File: config.mk
export PLATFORM = sky130hd
export DESIGN_NAME = smoothed_slope_differentiator
export DESIGN_NICKNAME = d
export VERILOG_FILES = /design/src/design/sdiff_pkg.sv /design/src/design/sdiff_mul.sv /design/src/design/sdiff_seq.sv /design/src/design/smoothed_slope_differentiator.sv
export SDC_FILE = /design/constraint.sdc
export NUM_CORES = 2
export LEC_CHECK = 0
export BUFFER_PORTS_ARGS = -buffer_cell sky130_fd_sc_hd__buf_2
export CORE_MARGIN = 2
export CORE_UTILIZATION = 45
export CTS_BUF_LIST = sky130_fd_sc_hd__clkbuf_8
export DETAILED_ROUTE_END_ITERATION = 12
export GPL_TIMING_DRIVEN = 0
export PLACE_DENSITY = 0.62
export REMOVE_ABC_BUFFERS = 1
export SYNTH_ARGS = -nofsm -noshare
export SYNTH_HDL_FRONTEND = slang
export SYNTH_SLANG_ARGS = --single-unit
File: constraint.sdc
create_clock -name clk -period 7.8 [get_ports clk]
set_input_delay 0 -clock clk [delete_from_list [all_inputs] [get_ports clk]]
set_output_delay 0 -clock clk [all_outputs]
set_load 0.01 [all_outputs]
File: src/design/sdiff_pkg.sv
// Shared types and constants of the smoothed slope differentiator.
`default_nettype none
package sdiff_pkg;

	localparam int RATE_BITS  = 18;
	localparam int RATE_RESET = 48000;

	typedef enum logic [0:0] {
		CFG_SAMPLE_RATE   = 1'b0,
		CFG_SMOOTH_WEIGHT = 1'b1
	} cfg_reg_t;

	typedef enum logic [0:0] {
		CMD_SAMPLE = 1'b0,
		CMD_CLEAR  = 1'b1
	} cmd_t;

	typedef enum logic [1:0] {
		MUL_RAW,
		MUL_LO,
		MUL_HI
	} mul_sel_t;

	typedef enum logic [2:0] {
		ST_IDLE,
		ST_MRAW,
		ST_RAW,
		ST_MAG,
		ST_MLO,
		ST_MHI,
		ST_STEP,
		ST_UPD
	} state_t;

	typedef struct packed {
		logic     clear;
		logic     ld_diff;
		logic     mul_en;
		mul_sel_t mul_sel;
		logic     ld_raw;
		logic     ld_mag;
		logic     ld_lo;
		logic     ld_step;
		logic     ld_out;
	} ctrl_t;

endpackage
`default_nettype wire

File: src/design/sdiff_mul.sv
// Shared unsigned multiplier with registered product.
`default_nettype none
module sdiff_mul #(
	parameter int AW = 25,
	parameter int BW = 18
) (
	input  wire logic               clk,
	input  wire logic               en,
	input  wire logic [AW-1:0]      a,
	input  wire logic [BW-1:0]      b,
	output logic      [AW+BW-1:0]   p_q
);

	always_ff @(posedge clk) begin
		if (en) begin
			p_q <= (AW+BW)'(a) * (AW+BW)'(b);
		end
	end

endmodule
`default_nettype wire

File: src/design/sdiff_seq.sv
// Sequencer that steps one item through the shared multiplier.
`default_nettype none
module sdiff_seq (
	input  wire logic           clk,
	input  wire logic           arst_n,
	input  wire logic           in_valid,
	input  wire logic           cmd,
	input  wire logic           out_free,
	output logic                in_stall,
	output sdiff_pkg::ctrl_t    ctrl
);
	import sdiff_pkg::*;

	state_t state_q;
	state_t state_d;

	always_ff @(posedge clk or negedge arst_n) begin
		if (!arst_n) begin
			state_q <= ST_IDLE;
		end else begin
			state_q <= state_d;
		end
	end

	always_comb begin
		state_d      = state_q;
		ctrl         = '0;
		ctrl.mul_sel = MUL_RAW;
		in_stall     = (state_q != ST_IDLE);
		unique case (state_q)
			ST_IDLE: begin
				if (in_valid) begin
					if (cmd == CMD_CLEAR) begin
						ctrl.clear = 1'b1;
					end else begin
						ctrl.ld_diff = 1'b1;
						state_d      = ST_MRAW;
					end
				end
			end
			ST_MRAW: begin
				ctrl.mul_en  = 1'b1;
				ctrl.mul_sel = MUL_RAW;
				state_d      = ST_RAW;
			end
			ST_RAW: begin
				ctrl.ld_raw = 1'b1;
				state_d     = ST_MAG;
			end
			ST_MAG: begin
				ctrl.ld_mag = 1'b1;
				state_d     = ST_MLO;
			end
			ST_MLO: begin
				ctrl.mul_en  = 1'b1;
				ctrl.mul_sel = MUL_LO;
				state_d      = ST_MHI;
			end
			ST_MHI: begin
				ctrl.mul_en  = 1'b1;
				ctrl.mul_sel = MUL_HI;
				ctrl.ld_lo   = 1'b1;
				state_d      = ST_STEP;
			end
			ST_STEP: begin
				ctrl.ld_step = 1'b1;
				state_d      = ST_UPD;
			end
			ST_UPD: begin
				if (out_free) begin
					ctrl.ld_out = 1'b1;
					state_d     = ST_IDLE;
				end
			end
			default: begin
				state_d = ST_IDLE;
			end
		endcase
	end

endmodule
`default_nettype wire

File: src/design/smoothed_slope_differentiator.sv
// Top level of the smoothed slope differentiator: registers, datapath, output stage.
`default_nettype none
// Takes signed audio samples and returns their smoothed rate of change per second.
// A sample item runs through one shared multiplier three times (difference times
// rate, then low and high halves of the slope error times the weight), so the
// block stalls further items until a sample item has passed all its states;
// a clear item is taken while idle and gives no result. The output register lets
// the next item enter while a result still waits.
module smoothed_slope_differentiator #(
	parameter int SAMPLE_BITS = 24,
	parameter int SLOPE_BITS  = 48,
	parameter int WEIGHT_BITS = 16
) (
	input  wire logic                                 clk,
	input  wire logic                                 arst_n,
	input  wire logic                                 in_valid,
	output logic                                      in_stall,
	input  wire logic                                 cmd,
	input  wire logic signed [SAMPLE_BITS-1:0]        sample,
	output logic                                      out_valid,
	input  wire logic                                 out_stall,
	output logic signed [SLOPE_BITS-1:0]              slope,
	input  wire logic                                 cfg_valid,
	output logic                                      cfg_ready,
	input  wire sdiff_pkg::cfg_reg_t                  cfg_index,
	input  wire logic [((sdiff_pkg::RATE_BITS > WEIGHT_BITS + 1) ?
		sdiff_pkg::RATE_BITS : WEIGHT_BITS + 1)-1:0] cfg_data
);
	import sdiff_pkg::*;

	localparam int WREG_W = WEIGHT_BITS + 1;
	localparam int DIFF_W = SAMPLE_BITS + 1;
	localparam int RAW_W  = DIFF_W + RATE_BITS;
	localparam int MW     = (RAW_W > SLOPE_BITS) ? RAW_W : SLOPE_BITS;
	localparam int CW     = (MW + 1) / 2;
	localparam int AW     = (DIFF_W > CW) ? DIFF_W : CW;
	localparam int BW     = (RATE_BITS > WREG_W) ? RATE_BITS : WREG_W;
	localparam int PW     = AW + BW;
	localparam int SW     = PW + CW + 1;
	localparam int CURW   = MW + 2;

	localparam logic [WREG_W-1:0] W_ONE = WREG_W'(1) << WEIGHT_BITS;
	localparam logic [SW-1:0]     HALF  = SW'(1) << (WEIGHT_BITS - 1);
	localparam logic signed [CURW-1:0] BOUND =
		{{(CURW - SLOPE_BITS + 1){1'b0}}, {(SLOPE_BITS - 1){1'b1}}};

	ctrl_t ctrl;
	logic  out_free;

	logic [RATE_BITS-1:0] rate_q;
	logic [WREG_W-1:0]    wreg_q;
	logic [WREG_W-1:0]    w_sat;

	logic                          primed_q;
	logic signed [SAMPLE_BITS-1:0] last_q;
	logic signed [SLOPE_BITS-1:0]  smooth_q;

	logic signed [SAMPLE_BITS-1:0] samp_q;
	logic [DIFF_W-1:0]             diff_mag_q;
	logic                          diff_neg_q;
	logic signed [RAW_W-1:0]       raw_q;
	logic [MW-1:0]                 mag_q;
	logic                          rise_q;
	logic [PW-1:0]                 plo_q;
	logic [MW-1:0]                 step_q;
	logic                          out_valid_q;
	logic signed [SLOPE_BITS-1:0]  slope_q;

	logic signed [SAMPLE_BITS-1:0] last_eff;
	logic signed [DIFF_W-1:0]      diff;
	logic [AW-1:0]                 mul_a;
	logic [BW-1:0]                 mul_b;
	logic [PW-1:0]                 p_q;
	logic signed [RAW_W-1:0]       raw_pos;
	logic signed [MW:0]            raw_x;
	logic signed [MW:0]            prev_x;
	logic signed [MW:0]            d_up;
	logic signed [MW:0]            d_dn;
	logic [SW-1:0]                 step_sum;
	logic signed [CURW-1:0]        prev_c;
	logic signed [CURW-1:0]        step_c;
	logic signed [CURW-1:0]        cur;
	logic signed [CURW-1:0]        cur_sat;

	assign cfg_ready = 1'b1;
	assign out_free  = !out_valid_q || !out_stall;
	assign out_valid = out_valid_q;
	assign slope     = slope_q;

	sdiff_seq u_seq (
		.clk      (clk),
		.arst_n   (arst_n),
		.in_valid (in_valid),
		.cmd      (cmd),
		.out_free (out_free),
		.in_stall (in_stall),
		.ctrl     (ctrl)
	);

	sdiff_mul #(
		.AW (AW),
		.BW (BW)
	) u_mul (
		.clk (clk),
		.en  (ctrl.mul_en),
		.a   (mul_a),
		.b   (mul_b),
		.p_q (p_q)
	);

	// configuration registers
	always_ff @(posedge clk or negedge arst_n) begin
		if (!arst_n) begin
			rate_q <= RATE_BITS'(RATE_RESET);
			wreg_q <= W_ONE;
		end else if (cfg_valid && cfg_ready) begin
			if (cfg_index == CFG_SAMPLE_RATE) begin
				rate_q <= cfg_data[RATE_BITS-1:0];
			end
			if (cfg_index == CFG_SMOOTH_WEIGHT) begin
				wreg_q <= cfg_data[WREG_W-1:0];
			end
		end
	end

	assign w_sat = (wreg_q > W_ONE) ? W_ONE : wreg_q;

	// sample difference
	assign last_eff = primed_q ? last_q : sample;
	assign diff     = DIFF_W'(sample) - DIFF_W'(last_eff);

	always_comb begin
		unique case (ctrl.mul_sel)
			MUL_RAW: begin
				mul_a = AW'(diff_mag_q);
				mul_b = BW'(rate_q);
			end
			MUL_LO: begin
				mul_a = AW'(mag_q[CW-1:0]);
				mul_b = BW'(w_sat);
			end
			MUL_HI: begin
				mul_a = AW'(mag_q[MW-1:CW]);
				mul_b = BW'(w_sat);
			end
			default: begin
				mul_a = '0;
				mul_b = '0;
			end
		endcase
	end

	assign raw_pos  = $signed(p_q[RAW_W-1:0]);
	assign raw_x    = (MW+1)'(raw_q);
	assign prev_x   = (MW+1)'(smooth_q);
	assign d_up     = raw_x - prev_x;
	assign d_dn     = prev_x - raw_x;
	assign step_sum = (SW'(p_q) << CW) + SW'(plo_q) + HALF;

	assign prev_c = CURW'(smooth_q);
	assign step_c = $signed(CURW'(step_q));
	assign cur    = rise_q ? (prev_c + step_c) : (prev_c - step_c);

	always_comb begin
		priority if (cur > BOUND) begin
			cur_sat = BOUND;
		end else if (cur < -BOUND) begin
			cur_sat = -BOUND;
		end else begin
			cur_sat = cur;
		end
	end

	// working registers of one item
	always_ff @(posedge clk) begin
		if (ctrl.ld_diff) begin
			samp_q     <= sample;
			diff_neg_q <= diff[DIFF_W-1];
			diff_mag_q <= diff[DIFF_W-1] ? DIFF_W'(-diff) : DIFF_W'(diff);
		end
		if (ctrl.ld_raw) begin
			raw_q <= diff_neg_q ? -raw_pos : raw_pos;
		end
		if (ctrl.ld_mag) begin
			rise_q <= (raw_x >= prev_x);
			mag_q  <= (raw_x >= prev_x) ? d_up[MW-1:0] : d_dn[MW-1:0];
		end
		if (ctrl.ld_lo) begin
			plo_q <= p_q;
		end
		if (ctrl.ld_step) begin
			step_q <= step_sum[WEIGHT_BITS +: MW];
		end
		if (ctrl.ld_out) begin
			slope_q <= cur_sat[SLOPE_BITS-1:0];
		end
	end

	// history
	always_ff @(posedge clk or negedge arst_n) begin
		if (!arst_n) begin
			primed_q <= 1'b0;
			last_q   <= '0;
			smooth_q <= '0;
		end else if (ctrl.clear) begin
			primed_q <= 1'b0;
			last_q   <= '0;
			smooth_q <= '0;
		end else if (ctrl.ld_out) begin
			primed_q <= 1'b1;
			last_q   <= samp_q;
			smooth_q <= cur_sat[SLOPE_BITS-1:0];
		end
	end

	// output stage
	always_ff @(posedge clk or negedge arst_n) begin
		if (!arst_n) begin
			out_valid_q <= 1'b0;
		end else if (ctrl.ld_out) begin
			out_valid_q <= 1'b1;
		end else if (!out_stall) begin
			out_valid_q <= 1'b0;
		end
	end

endmodule
`default_nettype wire

==> reports/metrics.csv <==
stage,metric,value,unit
clock_network,CTS H-tree lvls,3,
setup_path,CP Capture Type,flip-flop,
global_route,initial antenna violation count,8,
synth,post-synthesis sequential area ratio,27.1,%
clock_network,clock latency on the worst-skew pair,0.72,ns
global_route,vias in the first global route,37600,
setup_path,worst reg2reg path startpoint,u_seq.state_q[0]$_DFFE_PN0P_,
die,initial core utilization,45.4,%
synth,"Cell Area, Synth",44700,µm²
layout,share of cells above drive strength 1,14.3,%
timing,Least-Margin Pin Slew,1.20,ns
die,IO Count,100,
route,via count,38300,
route,DRT iter0 DRCs,3532,
worst_hold_path,Hold Path Sink,samp_q[6]$_DFFE_PP_,
worst_hold_path,min-delay src,sample[6],
timing,Final Critical Period,7.87,ns
synth,Cells after Synth,4993,
placement,GPL Wtd Cong,1.00,
worst_hold_path,Hold Path Cell Cnt,2,
route,Routed WL per cell,23.1,µm
layout,nets,5917,
die,Die Width,319,µm
timing,max-slew violation count,0,
synth,Seq cells post-synth,421,
layout,Final Util,52.2,%
synth,Yosys warnings,0,
synth,ys async rst share,26.6,%
route,top routing layer used,met5,
synth,Synth Area in Adders,25.5,%
status,violated checks,setup timing,
route,Vias/cell,5.86,
global_route,gr ovfl total,0,
timing,Fin. Hold Viols,0,
status,status,finished with violations,
flow_run,count of max-cap constraint violations,0,
placement,placed wire-length estimate,115000,µm
setup_path,CP arrival,8.39,ns
route,post-route ant nets,0,
route,Detailed Routing Iterations Pass 1,5,
die,die height,319,µm
timing,crit share post-route,101,%
global_route,first-pass GRT wire length,226000,µm
timing,Final WS setup,-0.0698,ns
setup_path,Reg2Reg Depth,30,
synth,synth unique cells,105,
timing,slew margin rel.,18.4,%
clock_network,Sink Count,421,
clock_network,root buf cell,clkbuf_8,
synth,Synth Area in Compound Gates,16.6,%
route,DR WL met3,11000,µm
synth,post-synthesis xor/xnor area fraction,5.61,%
synth,largest family of logic cells by synthesized area,adder cells,
synth,Synth Area per Inst,8.95,µm²
route,final WL,151000,µm
die,Core ar.,98400,µm²
setup_path,worst-path fanout max,20,
setup_path,Worst EP required,8.32,ns
layout,Synth-to-Final Area Change,15.0,%
synth,Post-synth EDFFs,309,
timing,fmax,0.127,GHz
global_route,largest net degree at the start of global routing,83,
synth,Synth Area in Simple Gates,15.5,%
synth,mux contribution to synthesized area,2.35,%
worst_hold_path,Hold Path Class,input pin to flip-flop,
synth,Main synth FF type,edfxtp_1,
route,met1 WL,62100,µm
timing,clock skew,0.0530,ns
route,Residual DRC,0,
setup_path,reg2reg setup slack,-0.07,ns
clock_network,CTS Buffer Depth,3,
die,row cnt,115,
timing,Final Setup Violations,3,
die,Die ar.,102000,µm²
clock_network,CTS tree,yes,
placement,Port Buf Inserts,98,
clock_network,Worst-path clk slew,0.06,ns
setup_path,slowest CP cell,a22oi_1,
clock_network,Num CTS Buffers,77,
setup_path,Slowest Stage Delay on Critical Path,0.85,ns
setup_path,Critical Path Start Type,flip-flop,
global_route,gr usage total,29.0,%
setup_path,Critical R2R Capture,u_mul.p_q[41]$_DFFE_PP_,
route,met2 WL post-DR,68000,µm
timing,RSZ-0062 raised after global routing,yes,
setup_path,critical path class,flip-flop to flip-flop,
==> placed cells by master, fill, tap and decap left out, types with 26 or more instances in the layout <==
master,Yosys,layout
a21oi_1,344,333
a211oi_1,27,27
mux2_2,54,54
o2111ai_1,26,26
nor2_1,451,420
and2_1,27,26
dlygate4sd3_1,0,53
o31ai_1,27,26
nand2b_1,34,32
xnor2_1,185,185
inv_2,4,27
o21bai_1,64,63
a21oi_2,41,49
clkbuf_8,0,82
a21o_1,76,76
xor2_1,96,96
buf_2,17,98
inv_1,625,625
nand3_1,84,82
ha_1,316,287
o21ai_0,191,187
edfxtp_1,309,309
dfrtp_1,104,100
nor3_1,59,57
nand2_1,611,608
mux2i_1,44,44
or3_1,28,27
fa_1,372,363
buf_4,3,102
nand4_1,77,77
o21a_1,39,38
==> critical path, delay by kind of cell (launching register included) <==
family	cells	cell delay [ns]
simple gates	5	0.93
buf+inv	7	0.72
flops	1	0.43
compound gates	9	2.43
fa+ha+maj	9	3.19
==> cell usage after synthesis, types with 84 or more instances <==
cell type / n / area share, %
o21ai_0: 191 / 2.1
fa_1: 372 / 17
clkbuf_1: 183 / 1.5
inv_1: 625 / 5.2
nand3_1: 84 / 0.94
nand2_1: 611 / 5.1
dfrtp_1: 104 / 5.8
xnor2_1: 185 / 3.6
edfxtp_1: 309 / 21
nor2_1: 451 / 3.8
xor2_1: 96 / 1.9
a21oi_1: 344 / 3.9
ha_1: 316 / 8.8
==> per-layer routing <==
layer  track usage [%]  up-vias
li1                  -    17500
met1              38.2    18800
met2              46.1     1618
met3              4.24      392
met4              15.7        2
met5                 0        -
==> final cells by class <==
type	count	area (µm²)
multi-input combinational	3728	30800
tap	1287	1610
sequential	421	12100
inverter	629	2370
fill	9065	47000
antenna	2	5.00
timing repair inverter	1	5.00
timing repair buffer	322	3030
clock inverter	57	337
clock buffer	82	1130
==> cell families after synthesis <==
| kind of cell | count (synthesis) |
|---|---|
| DFF | 421 |
| other | 1 |
| muxes | 98 |
| AOI/OAI and AO/OA | 1122 |
| adders and majority gates | 688 |
| xor gates and xnor gates | 283 |
| and+or+nand+nor | 1531 |
| buffers and inverters | 849 |
==> registers in the layout (all words and copies together) (netlist names) <==
signal	count
mag_q	48
slope	48
smooth_q	48
step_q	48
raw_q	43
u_mul.p_q	43
plo_q	28
diff_mag_q	25
last_q	24
samp_q	24
rate_q	18
wreg_q	17
u_seq.state_q	3
diff_neg_q	1
out_valid	1
primed_q	1
rise_q	1
==> through the flow <==
stage                     cells  cell area (µm²)  TNS [ns]  hold slack [ns]  setup WS, ns
final                      6529            51400    -0.134           0.0654       -0.0698
after global routing       6528            51400     -1.15           0.0441        -0.209
after CTS                  6479            50500    -0.107           0.0139       -0.0819
after detailed placement   6187            46600    -71.22          -0.0900         -2.74
after global placement     6158            45900   -308.40            0.210         -3.78
after floorplan            4773            43800    -10.66           -0.296         -1.06
==> timing repair <==
action,CTS,global route
endpoints found under the hold margin,206,0
hold buffers,54,0
gates cloned,6,4
endpoints found under the setup margin,81,78
resized for setup,175,122
setup buffers,93,47
pin swaps,63,118
==> worst max-delay path by stage <==
stage	cells past startpoint	endpoint	slack (ns)	start
6_report	30	u_mul.p_q[41]$_DFFE_PP_	-0.07	u_seq.state_q[0]$_DFFE_PN0P_
5_1_grt	29	u_mul.p_q[41]$_DFFE_PP_	-0.21	u_seq.state_q[0]$_DFFE_PN0P_
4_1_cts	32	u_mul.p_q[41]$_DFFE_PP_	-0.08	u_seq.state_q[1]$_DFFE_PN0P_
3_5_place_dp	26	u_mul.p_q[41]$_DFFE_PP_	-2.74	u_seq.state_q[2]$_DFFE_PN0P_
3_3_place_gp	27	u_mul.p_q[40]$_DFFE_PP_	-3.78	u_seq.state_q[0]$_DFFE_PN0P_
2_1_floorplan	29	u_mul.p_q[41]$_DFFE_PP_	-1.06	u_seq.state_q[1]$_DFFE_PN0P_
Power is left out: the tool's default activity adds up to more than one toggle a clock period on the data nets, which glitch-free logic cannot reach.
